--- config.mk ---
export PLATFORM = sky130hd
export DESIGN_NAME = v3mu_divider
export DESIGN_NICKNAME = d
export VERILOG_FILES = /design/src/rtl/core/vector3_math_unit_core_defines.svh /design/src/rtl/core/v3mu_pkg.sv /design/src/rtl/core/v3mu_divider.sv
export SDC_FILE = /design/constraint.sdc
export NUM_CORES = 2
export LEC_CHECK = 0
export BUFFER_PORTS_ARGS = -buffer_cell sky130_fd_sc_hd__buf_2
export CORE_ASPECT_RATIO = 0.75
export CORE_UTILIZATION = 45
export DETAILED_ROUTE_END_ITERATION = 6
export PLACE_DENSITY = 0.59
export SLEW_MARGIN = 20
export SYNTH_ARGS = -nofsm -noshare
export SYNTH_HDL_FRONTEND = slang
export SYNTH_SLANG_ARGS = --single-unit
--- constraint.sdc ---
create_clock -name clk -period 4.1 [get_ports clk]
set_input_delay 0.615 -clock clk [delete_from_list [all_inputs] [get_ports clk]]
set_output_delay 0.615 -clock clk [all_outputs]
set_load 0.005 [all_outputs]
--- src/rtl/core/vector3_math_unit_core_defines.svh ---
// ----------------------------------------------------------------------------
// Vector3 math unit - assertion macros
// Shared concurrent check forms, clocked on clk, quiet while arst_n is low.
// ----------------------------------------------------------------------------
`ifndef VECTOR3_MATH_UNIT_CORE_DEFINES_SVH
`define VECTOR3_MATH_UNIT_CORE_DEFINES_SVH

// Consequent must hold in the same cycle as the antecedent.
`define V3MU_ASSERT_SAME(label, ante, cons) \
	label: assert property (@(posedge clk) disable iff (!arst_n) (ante) |-> (cons)) \
		else $error("vector3 math unit check failed");

// Consequent must hold in the cycle after the antecedent.
`define V3MU_ASSERT_NEXT(label, ante, cons) \
	label: assert property (@(posedge clk) disable iff (!arst_n) (ante) |=> (cons)) \
		else $error("vector3 math unit check failed");

`endif

--- src/rtl/core/v3mu_pkg.sv ---
// ----------------------------------------------------------------------------
// v3mu_pkg
// Command codes and fixed field widths of the vector3 math unit.
// ----------------------------------------------------------------------------
package v3mu_pkg;

	localparam int unsigned FIELD_BITS = 32;
	localparam int unsigned CMD_BITS   = 3;

	typedef enum logic [CMD_BITS-1:0] {
		CMD_ADD       = 3'd0,
		CMD_SUB       = 3'd1,
		CMD_SCALE     = 3'd2,
		CMD_DOT       = 3'd3,
		CMD_CROSS     = 3'd4,
		CMD_NORM      = 3'd5,
		CMD_NORMALIZE = 3'd6
	} cmd_t;

endpackage

--- src/rtl/core/v3mu_divider.sv ---
// ----------------------------------------------------------------------------
// v3mu_divider
// Pipelined restoring divider: magnitude over norm with FB fraction bits,
// one quotient bit per stage, FB+1 stages.
// ----------------------------------------------------------------------------
module v3mu_divider import v3mu_pkg::*; #(
	parameter int unsigned DW = 32,
	parameter int unsigned FB = 16
) (
	input  logic          clk,
	input  logic          en,
	input  logic [DW-1:0] mag,
	input  logic [DW-1:0] norm,
	input  logic          neg,
	output logic [FB:0]   quo,
	output logic          neg_out,
	output logic [DW-1:0] norm_out
);

	logic [DW-1:0] r_q    [FB+1];
	logic [FB:0]   q_q    [FB+1];
	logic [DW-1:0] norm_q [FB+1];
	logic          neg_q  [FB+1];

	for (genvar g = 0; g <= FB; g++) begin : g_stage
		logic [DW:0]   r_sh;
		logic [FB:0]   q_prev;
		logic [DW-1:0] norm_prev;
		logic          neg_prev;
		logic          ge;

		if (g == 0) begin : g_first
			assign r_sh      = {1'b0, mag};
			assign q_prev    = '0;
			assign norm_prev = norm;
			assign neg_prev  = neg;
		end else begin : g_next
			assign r_sh      = {r_q[g-1], 1'b0};
			assign q_prev    = q_q[g-1];
			assign norm_prev = norm_q[g-1];
			assign neg_prev  = neg_q[g-1];
		end

		assign ge = r_sh >= {1'b0, norm_prev};

		always_ff @(posedge clk) begin
			if (en) begin
				r_q[g]    <= ge ? DW'(r_sh - {1'b0, norm_prev}) : r_sh[DW-1:0];
				q_q[g]    <= {q_prev[FB-1:0], ge};
				norm_q[g] <= norm_prev;
				neg_q[g]  <= neg_prev;
			end
		end
	end

	assign quo      = q_q[FB];
	assign neg_out  = neg_q[FB];
	assign norm_out = norm_q[FB];

endmodule

* Word-level counts from Yosys, hierarchy flattened *
Memories as Yosys holds them, arrays and structs flattened.
Cells that the tools add are included.

cells by class
  add/sub/neg operators = 17
  $lt $le $gt $ge = 17
  muxes and demuxes = 19

operators with widths
  cell                                                            number
  32-bit two-way mux                                              17
  32-bit subtractor                                               17
  33-bit by 32-bit greater-or-equal comparator with 1-bit output  16
  32-bit greater-or-equal comparator                              1
  1-bit two-way mux                                               2

storage, ports and cells
  bits in registers = 0
  memory bits (writable) = 1394
  input port bits = 67
  logic and storage cells = 57
  memories = 4

memories
  name    depth  bits a word  read ports  clocked after memory_dff  write ports  line                RTL
  norm_q  17     32           17          0                         17           v3mu_divider.sv:22  logic [DW-1:0] norm_q [FB+1];
  r_q     17     32           16          0                         17           v3mu_divider.sv:20  logic [DW-1:0] r_q [FB+1];
  q_q     17     17           17          0                         17           v3mu_divider.sv:21  logic [FB:0] q_q [FB+1];
  neg_q   17     1            17          0                         17           v3mu_divider.sv:23  logic neg_q [FB+1];

* Logic depth before layout (Yosys ltp) *
An unclocked memory read counts as a cell.

  word-level depth = 3
  depth in mapped cells = 15
  gate-level depth less buffers = 13

* Worst setup path before layout *
Ideal clock, no wire load.

  kind = input port to flip-flop
  start = input port norm[5]
  end = memory r_q[0][24] (data pin)
  arrival = 3.302 ns
  slack = 0.538 ns
  stages = 12
  path buffers = 1
  path through = inv_1 > ha_1 > a21o_1 > or3_1 > o21a_1 > a211o_1 > a31oi_1 > o41a_1 > o211ai_1 > o2111ai_1 > buf_2 > mux2_2

RTL lines
  what                line                RTL
  start: declaration  v3mu_divider.sv:13  input logic [DW-1:0] norm,
  end: declaration    v3mu_divider.sv:20

==> out/results.tsv <==
metric	value	unit
vias_per_cell	5.51	
grt_max_degree	166	
maxCapViolCount	0	
drv_slew	0	
final_cells	8790	
status	completed	
min_path_cells	2	
yosys_warnings	0	
required	4.64	ns
hold_viol	0	
path_cells	ha_4 > a211o_1 > a21oi_2 > or4b_4 > a31o_4 > a31oi_4 > a21oi_4 > a211oi_4 > a21oi_2 > o32ai_4 > buf_12 > buf_6 > mux2_2	
p_clk_share	19.3	%
clkSinkCount	1226	
finalSetupViolCount	0	
dr.pass1.iters	6	
rr_endpoint	r_q[0][77]	
grt_usage	21.1	%
nNetsFinal	7213	
finClkSkew	0.0341	ns
ant_nets	0	
crit_top_cell	a21oi_2	
dp_hpwl	129000	um
fmax	0.247	GHz
tns	0	ns
path_clk_slew	0.06	ns
cts_tree	done	
syn_inst	6266	
syn2layout_area_growth	13.0	%
cts-buffers-inserted	137	
netSwitchingPower	0.0235	W
die-area	159000	um2
cts.path.max_buffers	3	
routedWlPerCell	19.4	um
switching_share	37.6	%
vias	48400	
ys_ff_latch	1226	
slew_headroom	39.8	%
htreeDepth	4	
grtUsageMet2	25.6	%
grt-ovfl-total	0	
crit_fanout	7	
slowest_delay	0.54	ns
top_usage_layer	met1	
root_buffer	clkbuf_16	
reg2reg_from	r_q[0][37]	
endpoint_kind	flip-flop	
die_h	346	um
place.port_buffers	116	
place_congestion	0.938	
rr_worst_depth	13	
grt_use_met3	6.32	%
drt_iter0_markers	4640	
drive_gt1_share	12.6	%
power_density	781	nW/um2
cpMaxStageDelayCell	or4b_4	
period_needed	4.05	ns
async_flop_share	0	%
coreArea	156000	um2
hp-class	input port to flip-flop	
grt_pass1_vias	44600	
path_class	flip-flop to flip-flop	
synthFlopType	edfxtp_1	
cp-start-kind	flip-flop	
path_buf_inv	2	
synthDistinctLibCells	88	
antenna_found_initial	6	
clk_latency	0.79	ns
synth_edf_count	1226	
grtUsageMet1	34.9	%
initial_core_util	45.6	%
dp_cells	8494	
grt_pass1_wl	262000	um
io-pin-count	117	
tightest_slew	0.904	ns
peakVddDrop	504	uV
worst-path-stages	13	
syn-num-nets	6892	
place_ws	0.0498	ns
rows	125	
drc	0	
finalWirelength	171000	um
synth.avg_cell_area	11.3	um2
critPathTopFamily	compound AO/OA/AOI/OAI gates	
min_to	r_q[0][7]	
min_period_over_period	98.7	%
power_frac_seq	33.2	%
post-route-util	51.5	%
critical_path_arrival	4.58	ns
die_x	460	um
combPwrFrac	47.5	%
leakagePower	33.1	nW
fill_cells	13600	
hold_start	mag[7]	
yosysSeqAreaShare	51.9	%
r2r_slack	0.05	ns
syn-cell-area	70900	um2
setup_ws	0.0533	ns
internal-power	0.0391	W
## repair_timing
| action | 4_1_cts | 5_1_grt |
|---|---|---|
| setup buffers | 0 | 12 |
| cloned | 0 | 4 |
| gates resized for setup | 1 | 19 |
| pin swaps | 0 | 11 |
| endpoints found under the hold margin | 33 | 0 |
| setup endpoints to repair | 1 | 211 |
| hold buffers | 33 | 0 |
## cell type report
type / instances / area (um2) / area share, %
antenna: 4 / 10.0 / 0.0125
clock buffer: 164 / 3590 / 4.48
tap: 2095 / 2620 / 3.27
clock inverter: 79 / 771 / 0.962
multi-input combinational: 4234 / 31200 / 38.9
inverter: 666 / 2500 / 3.12
sequential: 1226 / 36800 / 45.9
timing repair buffer: 322 / 2630 / 3.28
## cells in the final DEF (no fill, tap or decap), types with 36 or more instances in the layout
cell type     n
a211oi_1     42
a21o_1      277
a21oi_1     464
a31oi_1      52
and3_1       38
buf_2       115
buf_4       141
clkbuf_16   143
edfxtp_1   1226
ha_1        542
inv_1       665
mux2_2      290
nand2_1     411
nand2b_1     80
nand3_1     100
nand4_1      70
nor2_1      323
nor2b_1      81
nor3_1       91
o21a_1       89
o21ai_0     351
o21bai_1     46
o31ai_1      36
xnor2_1     272
xor2_1      162
## sequential cells by signal, summed over array words and instances (netlist names)
signal,cells
neg_q,17
norm_q,544
q_q,153
r_q,512
## kinds of logic (layout without fill, tap and decap cells)
family          count (synthesis)  in the layout  synth area share, %
buf+inv                       806           1231                 4.38
other cells                     0              4                    0
flops                        1226           1226                 51.9
compound gates               1599           1599                 14.4
mux                           312            312                 4.93
simple gates                 1330           1330                 9.01
xor+xnor                      434            434                 5.36
fa+ha+maj                     559            559                 10.0
## stage by stage
step	total power, W	instance area, um2	hold slack [ns]
floorplan	0.0416	70900	0.400
global placement	0.0495	75200	0.400
detailed placement	0.0497	75200	0.405
CTS	0.0623	79900	0.0837
global route	0.0669	80100	0.116
finish	0.0626	80200	0.155
## how the worst max path moves through the flow
stage,start,end
after global routing,norm_q[0][38],r_q[0][91]
final,r_q[0][37],r_q[0][77]
after global placement,r_q[0][64],r_q[0][99]
after detailed placement,r_q[0][64],r_q[0][100]
after floorplan,norm[5],r_q[0][24]
after CTS,r_q[0][37],r_q[0][80]
## power groups by stage
stage | registers [W] | clock network [W] | logic (W)
floorplan | 0.0198 | 0 | 0.0217
global placement | 0.0210 | 0 | 0.0284
detailed placement | 0.0210 | 0 | 0.0288
CTS | 0.0208 | 0.0125 | 0.0290
global route | 0.0211 | 0.0129 | 0.0328
finish | 0.0208 | 0.0121 | 0.0297
## per-layer routing
metal | vias to the layer above | share of wire [%]
met4 | 6 | 1.8
met3 | 198 | 9.5
met2 | 1435 | 35
li1 | 23700 | -
met1 | 23100 | 53
met5 | - | 0.26
## synth_stat cells (all sizes together), types with 16 or more instances
master | number | area, um2
edfxtp | 1226 | 36800
inv | 666 | 2500
ha | 543 | 6790
a21oi | 467 | 2350
nand2 | 411 | 1540
o21ai | 364 | 1830
nor2 | 323 | 1210
mux2 | 297 | 3340
a21o | 277 | 2080
xnor2 | 272 | 2380
xor2 | 162 | 1420
nand3 | 100 | 500
clkbuf | 98 | 369
nor3 | 91 | 455
o21a | 89 | 668
nor2b | 81 | 507
nand2b | 80 | 500
nand4 | 70 | 438
a31oi | 57 | 372
o21bai | 47 | 353
a211oi | 46 | 355
buf | 42 | 236
and3 | 38 | 238
o31ai | 37 | 283
o211ai | 28 | 210
and2 | 25 | 156
o31a | 25 | 219
and4 | 23 | 201
or2 | 20 | 125
or3 | 17 | 106
fa | 16 | 320
(Power assumes the default switching activity.)
