===== src/rtl/core/vector3_math_unit_core_defines.svh =====
// ----------------------------------------------------------------------------
// Vector3 math unit - assertion macros
// Shared concurrent check forms, clocked on clk, quiet while arst_n is low.
// ----------------------------------------------------------------------------
`ifndef VECTOR3_MATH_UNIT_CORE_DEFINES_SVH
`define VECTOR3_MATH_UNIT_CORE_DEFINES_SVH

// Consequent must hold in the same cycle as the antecedent.
`define V3MU_ASSERT_SAME(label, ante, cons) \
	label: assert property (@(posedge clk) disable iff (!arst_n) (ante) |-> (cons)) \
		else $error("vector3 math unit check failed");

// Consequent must hold in the cycle after the antecedent.
`define V3MU_ASSERT_NEXT(label, ante, cons) \
	label: assert property (@(posedge clk) disable iff (!arst_n) (ante) |=> (cons)) \
		else $error("vector3 math unit check failed");

`endif


===== src/rtl/core/v3mu_pkg.sv =====
// ----------------------------------------------------------------------------
// v3mu_pkg
// Command codes and fixed field widths of the vector3 math unit.
// ----------------------------------------------------------------------------
package v3mu_pkg;

	localparam int unsigned FIELD_BITS = 32;
	localparam int unsigned CMD_BITS   = 3;

	typedef enum logic [CMD_BITS-1:0] {
		CMD_ADD       = 3'd0,
		CMD_SUB       = 3'd1,
		CMD_SCALE     = 3'd2,
		CMD_DOT       = 3'd3,
		CMD_CROSS     = 3'd4,
		CMD_NORM      = 3'd5,
		CMD_NORMALIZE = 3'd6
	} cmd_t;

endpackage


===== src/rtl/core/v3mu_isqrt.sv =====
// ----------------------------------------------------------------------------
// v3mu_isqrt
// Pipelined integer square root, one root bit per stage, RW stages.
// ----------------------------------------------------------------------------
module v3mu_isqrt import v3mu_pkg::*; #(
	parameter int unsigned RW = 32
) (
	input  logic            clk,
	input  logic            en,
	input  logic [2*RW-1:0] rad,
	output logic [RW-1:0]   root
);

	logic [RW+1:0]   rem_q [RW];
	logic [RW-1:0]   q_q   [RW];
	logic [2*RW-1:0] rad_q [RW];

	for (genvar g = 0; g < RW; g++) begin : g_stage
		logic [RW+1:0]   rem_prev;
		logic [RW-1:0]   q_prev;
		logic [2*RW-1:0] rad_prev;
		logic [RW+1:0]   rem_sh;
		logic [RW+1:0]   trial;
		logic            ge;

		if (g == 0) begin : g_first
			assign rem_prev = '0;
			assign q_prev   = '0;
			assign rad_prev = rad;
		end else begin : g_next
			assign rem_prev = rem_q[g-1];
			assign q_prev   = q_q[g-1];
			assign rad_prev = rad_q[g-1];
		end

		// bring down the next two radicand bits and try the next root bit
		assign rem_sh = {rem_prev[RW-1:0], rad_prev[2*RW-1 -: 2]};
		assign trial  = {q_prev, 2'b01};
		assign ge     = rem_sh >= trial;

		always_ff @(posedge clk) begin
			if (en) begin
				rem_q[g] <= ge ? rem_sh - trial : rem_sh;
				q_q[g]   <= {q_prev[RW-2:0], ge};
				rad_q[g] <= {rad_prev[2*RW-3:0], 2'b00};
			end
		end
	end

	assign root = q_q[RW-1];

endmodule


===== config.mk =====
export PLATFORM = sky130hd
export DESIGN_NAME = v3mu_isqrt
export DESIGN_NICKNAME = d
export VERILOG_FILES = /design/src/rtl/core/vector3_math_unit_core_defines.svh /design/src/rtl/core/v3mu_pkg.sv /design/src/rtl/core/v3mu_isqrt.sv
export SDC_FILE = /design/constraint.sdc
export NUM_CORES = 2
export LEC_CHECK = 0
export BUFFER_PORTS_ARGS = -buffer_cell sky130_fd_sc_hd__clkbuf_2
export CORE_UTILIZATION = 30
export CTS_CLUSTER_DIAMETER = 30
export DETAILED_ROUTE_END_ITERATION = 10
export GPL_ROUTABILITY_DRIVEN = 0
export PLACE_DENSITY = 0.5
export REMOVE_ABC_BUFFERS = 1
export SETUP_SLACK_MARGIN = 0.02
export SYNTH_ARGS = -nofsm -noshare
export SYNTH_HDL_FRONTEND = slang
export SYNTH_MEMORY_MAX_BITS = 65536
export SYNTH_SLANG_ARGS = --single-unit

===== constraint.sdc =====
create_clock -name clk -period 3.5 [get_ports clk]
set_input_delay 0.7 -clock clk [delete_from_list [all_inputs] [get_ports clk]]
set_output_delay 0.7 -clock clk [all_outputs]
set_load 0.005 [all_outputs]

## Word level (Yosys, flattened, before mapping)

Memory sizes are Yosys's and may differ from the RTL's.
Index checks and enable logic that the tools add are counted.

| word-level totals | value |
|---|---|
| memories | 3 |
| bits in registers | 0 |
| bits in writable memories | 4096 |
| output and inout port bits | 32 |

Memories:

| memory | depth | width | read ports | clocked after Yosys merged registers in | write ports | line | RTL |
|---|---|---|---|---|---|---|---|
| rad_q | 32 | 62 | 31 | 0 | 32 | v3mu_isqrt.sv:16 | `logic [2*RW-1:0] rad_q [RW];` |
| rem_q | 32 | 34 | 31 | 0 | 32 | v3mu_isqrt.sv:14 | `logic [RW+1:0] rem_q [RW];` |
| q_q | 32 | 32 | 32 | 0 | 32 | v3mu_isqrt.sv:15 | `logic [RW-1:0] q_q [RW];` |

| operators by class | value |
|---|---|
| add/sub/neg operators | 32 |
| magnitude comparators | 32 |
| mux-type cells | 34 |

Operators with widths:

| kind | number |
|---|---|
| 2-to-1 mux 34 bit | 32 |
| >= comparator 34 bit | 31 |
| subtractor 34 bit | 31 |
| subtractor 2 x 1 -> 3 bit (second input constant) | 1 |
| >= comparator 2 x 1 -> 1 bit (second input constant) | 1 |
| 2-to-1 mux 1 bit | 2 |

## Longest topological paths before layout

An unclocked memory read counts as a cell.

| logic depth | value |
|---|---|
| depth after elaboration | 3 |
| gate-level depth with buffers | 15 |

## Least setup slack after synthesis

No wires, ideal clock.

| timing path | value |
|---|---|
| path kind | register -> register |
| from | memory rem_q[19][5] (netlist bit) |
| to | memory rem_q[20][18] (netlist bit) (data pin) |
| buffers on the path | 2 |
| path slack | -0.027 ns |
| stages on the path, launching flop included | 13 |
| arrival time | 3.267 ns |
| cells stage by stage | edfxtp_1 -> ha_1 -> and2_1 -> or3_1 -> o311ai_1 -> a21oi_1 -> a211oi_1 -> o21bai_1 -> a21oi_1 -> o21ba_2 -> buf_2 -> buf_2 -> mux2_2 |

RTL lines:

| what | line |
|---|---|
| start, declared | v3mu_isqrt.sv:14 |

==> metrics.md <==
| Metric | Value |
|---|---|
| Status | `completed` |
| Tightest Pin Transition | `0.921 ns` |
| Clock Latency Late Sink | `1.00 ns` |
| Num rows | `226` |
| Min cycle time layout | `3.38 ns` |
| Crit Path Max Fanout | `6` |
| CTS tree | `yes` |
| Worst Setup EP | `rem_q[20][29]$_DFFE_PP_` |
| H-tree depth | `6` |
| Achievable clock frequency | `295 MHz` |
| # fillers | `35,664` |
| Tot GR Track Use | `12.6%` |
| Synth warn | `0` |
| Drt drc | `0` |
| Vert. Die Dim | `619 microns` |
| Crit. End Element | `flop` |
| WL/cell | `16.4 microns` |
| Max-Slew Margin vs Limit | `38.6%` |
| Post-synthesis sequential area ratio | `64.9%` |
| Number of synthesized flops with an enable pin | `2,465` |
| Clock Path Buffers | `4` |
| Synthesized instance count | `8,782` |
| Power Dens Cells | `777 nW/um^2` |
| Highest metal used | `met4` |
| Final Setup Violations | `0` |
| CP Class | `reg -> reg` |
| Vias in the first global route | `73,058` |
| Crit Reg-Reg Endpoint | `rem_q[20][29]$_DFFE_PP_` |
| Placed Instance Area | `123,000 sq um` |
| Flop-to-flop setup slack | `0.12 ns` |
| Layout cells sized above 1 | `15.8%` |
| Clock slew at reported path FFs | `0.04 ns` |
| Layout area overhead | `26.5%` |
| Yosys reg bits | `2,465` |
| Final instance area | `144,000 sq um` |
| Area share of the largest cell type after synthesis | `64.9%` |
| Area leader, netlist | `edfxtp_1` |
| Startpoint types | `flop` |
| Main synth FF type | `edfxtp_1` |
| Die ar. | `383,000 sq um` |
| Router iterations before antenna repair | `8` |
| Fin nets | `10,312` |
| Vias/cell | `4.69` |
| Pleak | `55.5 nW` |
| Max Cap Viol | `0` |
| IO Count | `98` |
| Num CTS Buffers | `578` |
| Worst Hold Class | `in -> reg` |
| Final Max Slew Viols | `0` |
| Total Routed Length | `249,000 microns` |
| Syn_area_per_cell | `13.0 sq um` |
| R2R depth | `10` |
| Overall Power | `112 mW` |
| First-pass GRT wire length | `392,000 microns` |
| Met3 WL | `11,700 microns` |
| Footprint of the multi-input gates | `37,400 sq um` |
| Final period util | `96.7%` |
| Critical path data required time | `4.23 ns` |
| Port bufs | `97` |
| Detailed Route Iter0 Violations | `4,399` |
| Final ANT Viol Nets | `0` |
| Max VDD drop | `0.000502 V` |
| Initial Util | `30.1%` |
| Post-DP HPWL | `175,000 microns` |
| Vias | `71,195` |
| Synth top area cells | `edfxtp_1, ha_1, xnor2_1` |
| WL met2 | `126,000 microns` |
| RSZ-0062 raised after global routing | `yes` |
| Die width | `619 microns` |
| Total congestion overflow | `0` |
| Largest net degree at the start of global routing | `123` |
| Launching point of the worst reg2reg path | `rem_q[19][6]$_DFFE_PP_` |
| Synth unique cells | `90` |
| Clk root buf | `clkbuf_16` |
| FF/Latch Area | `74,000 sq um` |
| Layout Skew | `0.0669 ns` |
| Critical path origin | `rem_q[19][6]$_DFFE_PP_` |
| Clock sink count | `2,465` |
| Final-report hold violation count | `0` |
| Core Footprint | `379,000 sq um` |
| Initial antenna violation count | `3` |
| Met1 Wirelength | `102,000 microns` |
| Synthesized area | `114,000 sq um` |
| WP data arrival | `4.11 ns` |
| Synth async-reset ratio | `0%` |
## placed cells by master, fill, tap and decap left out, types with 38 or more instances in the layout
master	instances
or4_1	45
inv_1	705
mux2_2	70
a21o_1	230
clkinv_2	96
bufinv_16	70
and3_1	38
dlygate4sd3_1	65
nand3_1	135
o31ai_1	42
nor3_1	203
xor2_1	393
ha_1	554
a21oi_1	500
o21a_1	94
a31oi_1	39
or2_2	38
clkbuf_2	96
clkbuf_16	588
xnor2_1	397
nand4_1	93
o21ai_0	500
a211oi_1	40
nor2_1	490
or3_1	71
nor4_1	96
nor2b_1	93
nand2_1	663
buf_4	283
edfxtp_1	2465
clkbuf_1	59
buf_12	44
o21bai_1	47
nand2b_1	99
clkinvlp_4	73
clkinv_1	80
## flip-flops by register name (all words and copies together), names as in the netlist
register	count
rad_q	992
q_q	528
rem_q	945
## Yosys cell counts, types with 96 or more instances
| master | number |
|---|---|
| nor2b_1 | 96 |
| nor3_1 | 206 |
| a21o_1 | 230 |
| edfxtp_1 | 2465 |
| nand2_1 | 663 |
| xnor2_1 | 398 |
| a21oi_1 | 517 |
| clkbuf_1 | 140 |
| nand3_1 | 136 |
| xor2_1 | 393 |
| o21a_1 | 96 |
| inv_1 | 705 |
| nand2b_1 | 99 |
| o21ai_0 | 523 |
| nor4_1 | 108 |
| ha_1 | 561 |
| nor2_1 | 492 |
## repair_timing
action	in CTS	in global routing
cloned	0	2
setup buffers	5	16
hold endpoints to repair	65	0
hold buffers	65	0
resized for setup	15	124
pin swaps	4	25
setup endpoints to repair	74	326
## power by group
| group | leakage [nW] | internal [mW] | switching [mW] |
|---|---|---|---|
| clock network | 9.44 | 35.9 | 17.4 |
| registers | 23.7 | 37.6 | 2.52 |
| logic | 22.4 | 8.10 | 10.6 |
| total | 55.5 | 81.7 | 30.5 |
## through the flow
| step | hold slack (ns) | setup WS [ns] | utilization, % | instances | setup TNS, ns |
|---|---|---|---|---|---|
| after CTS | 0.0515 | 0.0279 | 37.9 | 15161 | 0 |
| after global routing | 0.0817 | -0.00319 | 38.1 | 15181 | -0.00474 |
| after global placement | 0.400 | -0.156 | 32.5 | 14033 | -0.750 |
| final | 0.114 | 0.115 | 38.1 | 15181 | 0 |
| after floorplan | 0.400 | -1.83 | - | 8611 | -238.60 |
| after detailed placement | 0.405 | -0.144 | 32.5 | 14033 | -0.968 |
## metal layers
metal | vias to the layer above | global-route usage (%)
met2 | 1727 | 22.7
li1 | 34532 | -
met3 | 642 | 2.42
met1 | 34294 | 14.6
met4 | 0 | 5.46
met5 | - | 0
## kinds of logic after synthesis
group	after synthesis	synth area share (%)
compound gates	1788	9.66
xor+xnor	791	6.07
fa+ha+maj	561	6.15
buf+inv	876	2.91
flops	2465	64.9
mux	81	0.788
other cells	1	0.00329
simple gates	2219	9.53
## worst max-delay path, stage by stage, from the launching register on
cell and delay (ns):
edfxtp_1 0.41, ha_1 0.42, a21o_1 0.20, a2111oi_2 0.45, a211oi_1 0.23, o21ai_1 0.30
o21bai_1 0.12, a21o_1 0.23, a22o_1 0.31, nor4b_1 0.34, xor2_1 0.11
## final cells by class
type	count	area share, %
flip-flops and latches	2465	51.3
multi-input cells	5441	25.9
clock buffers	645	10.3
well taps	5016	4.35
clock inverters	413	3.40
repair buffers	494	2.93
inverters	705	1.83
diodes	2	0.00347
## worst min path at each step
| stage | start | to | slack (ns) | depth (start not counted) |
|---|---|---|---|---|
| after floorplan | rad_q[9][18]$_DFFE_PP_ | rad_q[10][20]$_DFFE_PP_ | 0.40 | 0 |
| after global placement | rad_q[17][59]$_DFFE_PP_ | rad_q[18][61]$_DFFE_PP_ | 0.40 | 0 |
| after detailed placement | rad_q[9][39]$_DFFE_PP_ | rad_q[10][41]$_DFFE_PP_ | 0.40 | 0 |
| after CTS | en | rad_q[0][33]$_DFFE_PP_ | 0.05 | 1 |
| after global routing | en | rad_q[0][33]$_DFFE_PP_ | 0.08 | 1 |
| final | en | rad_q[0][33]$_DFFE_PP_ | 0.11 | 1 |
(Power assumes the default switching activity.)
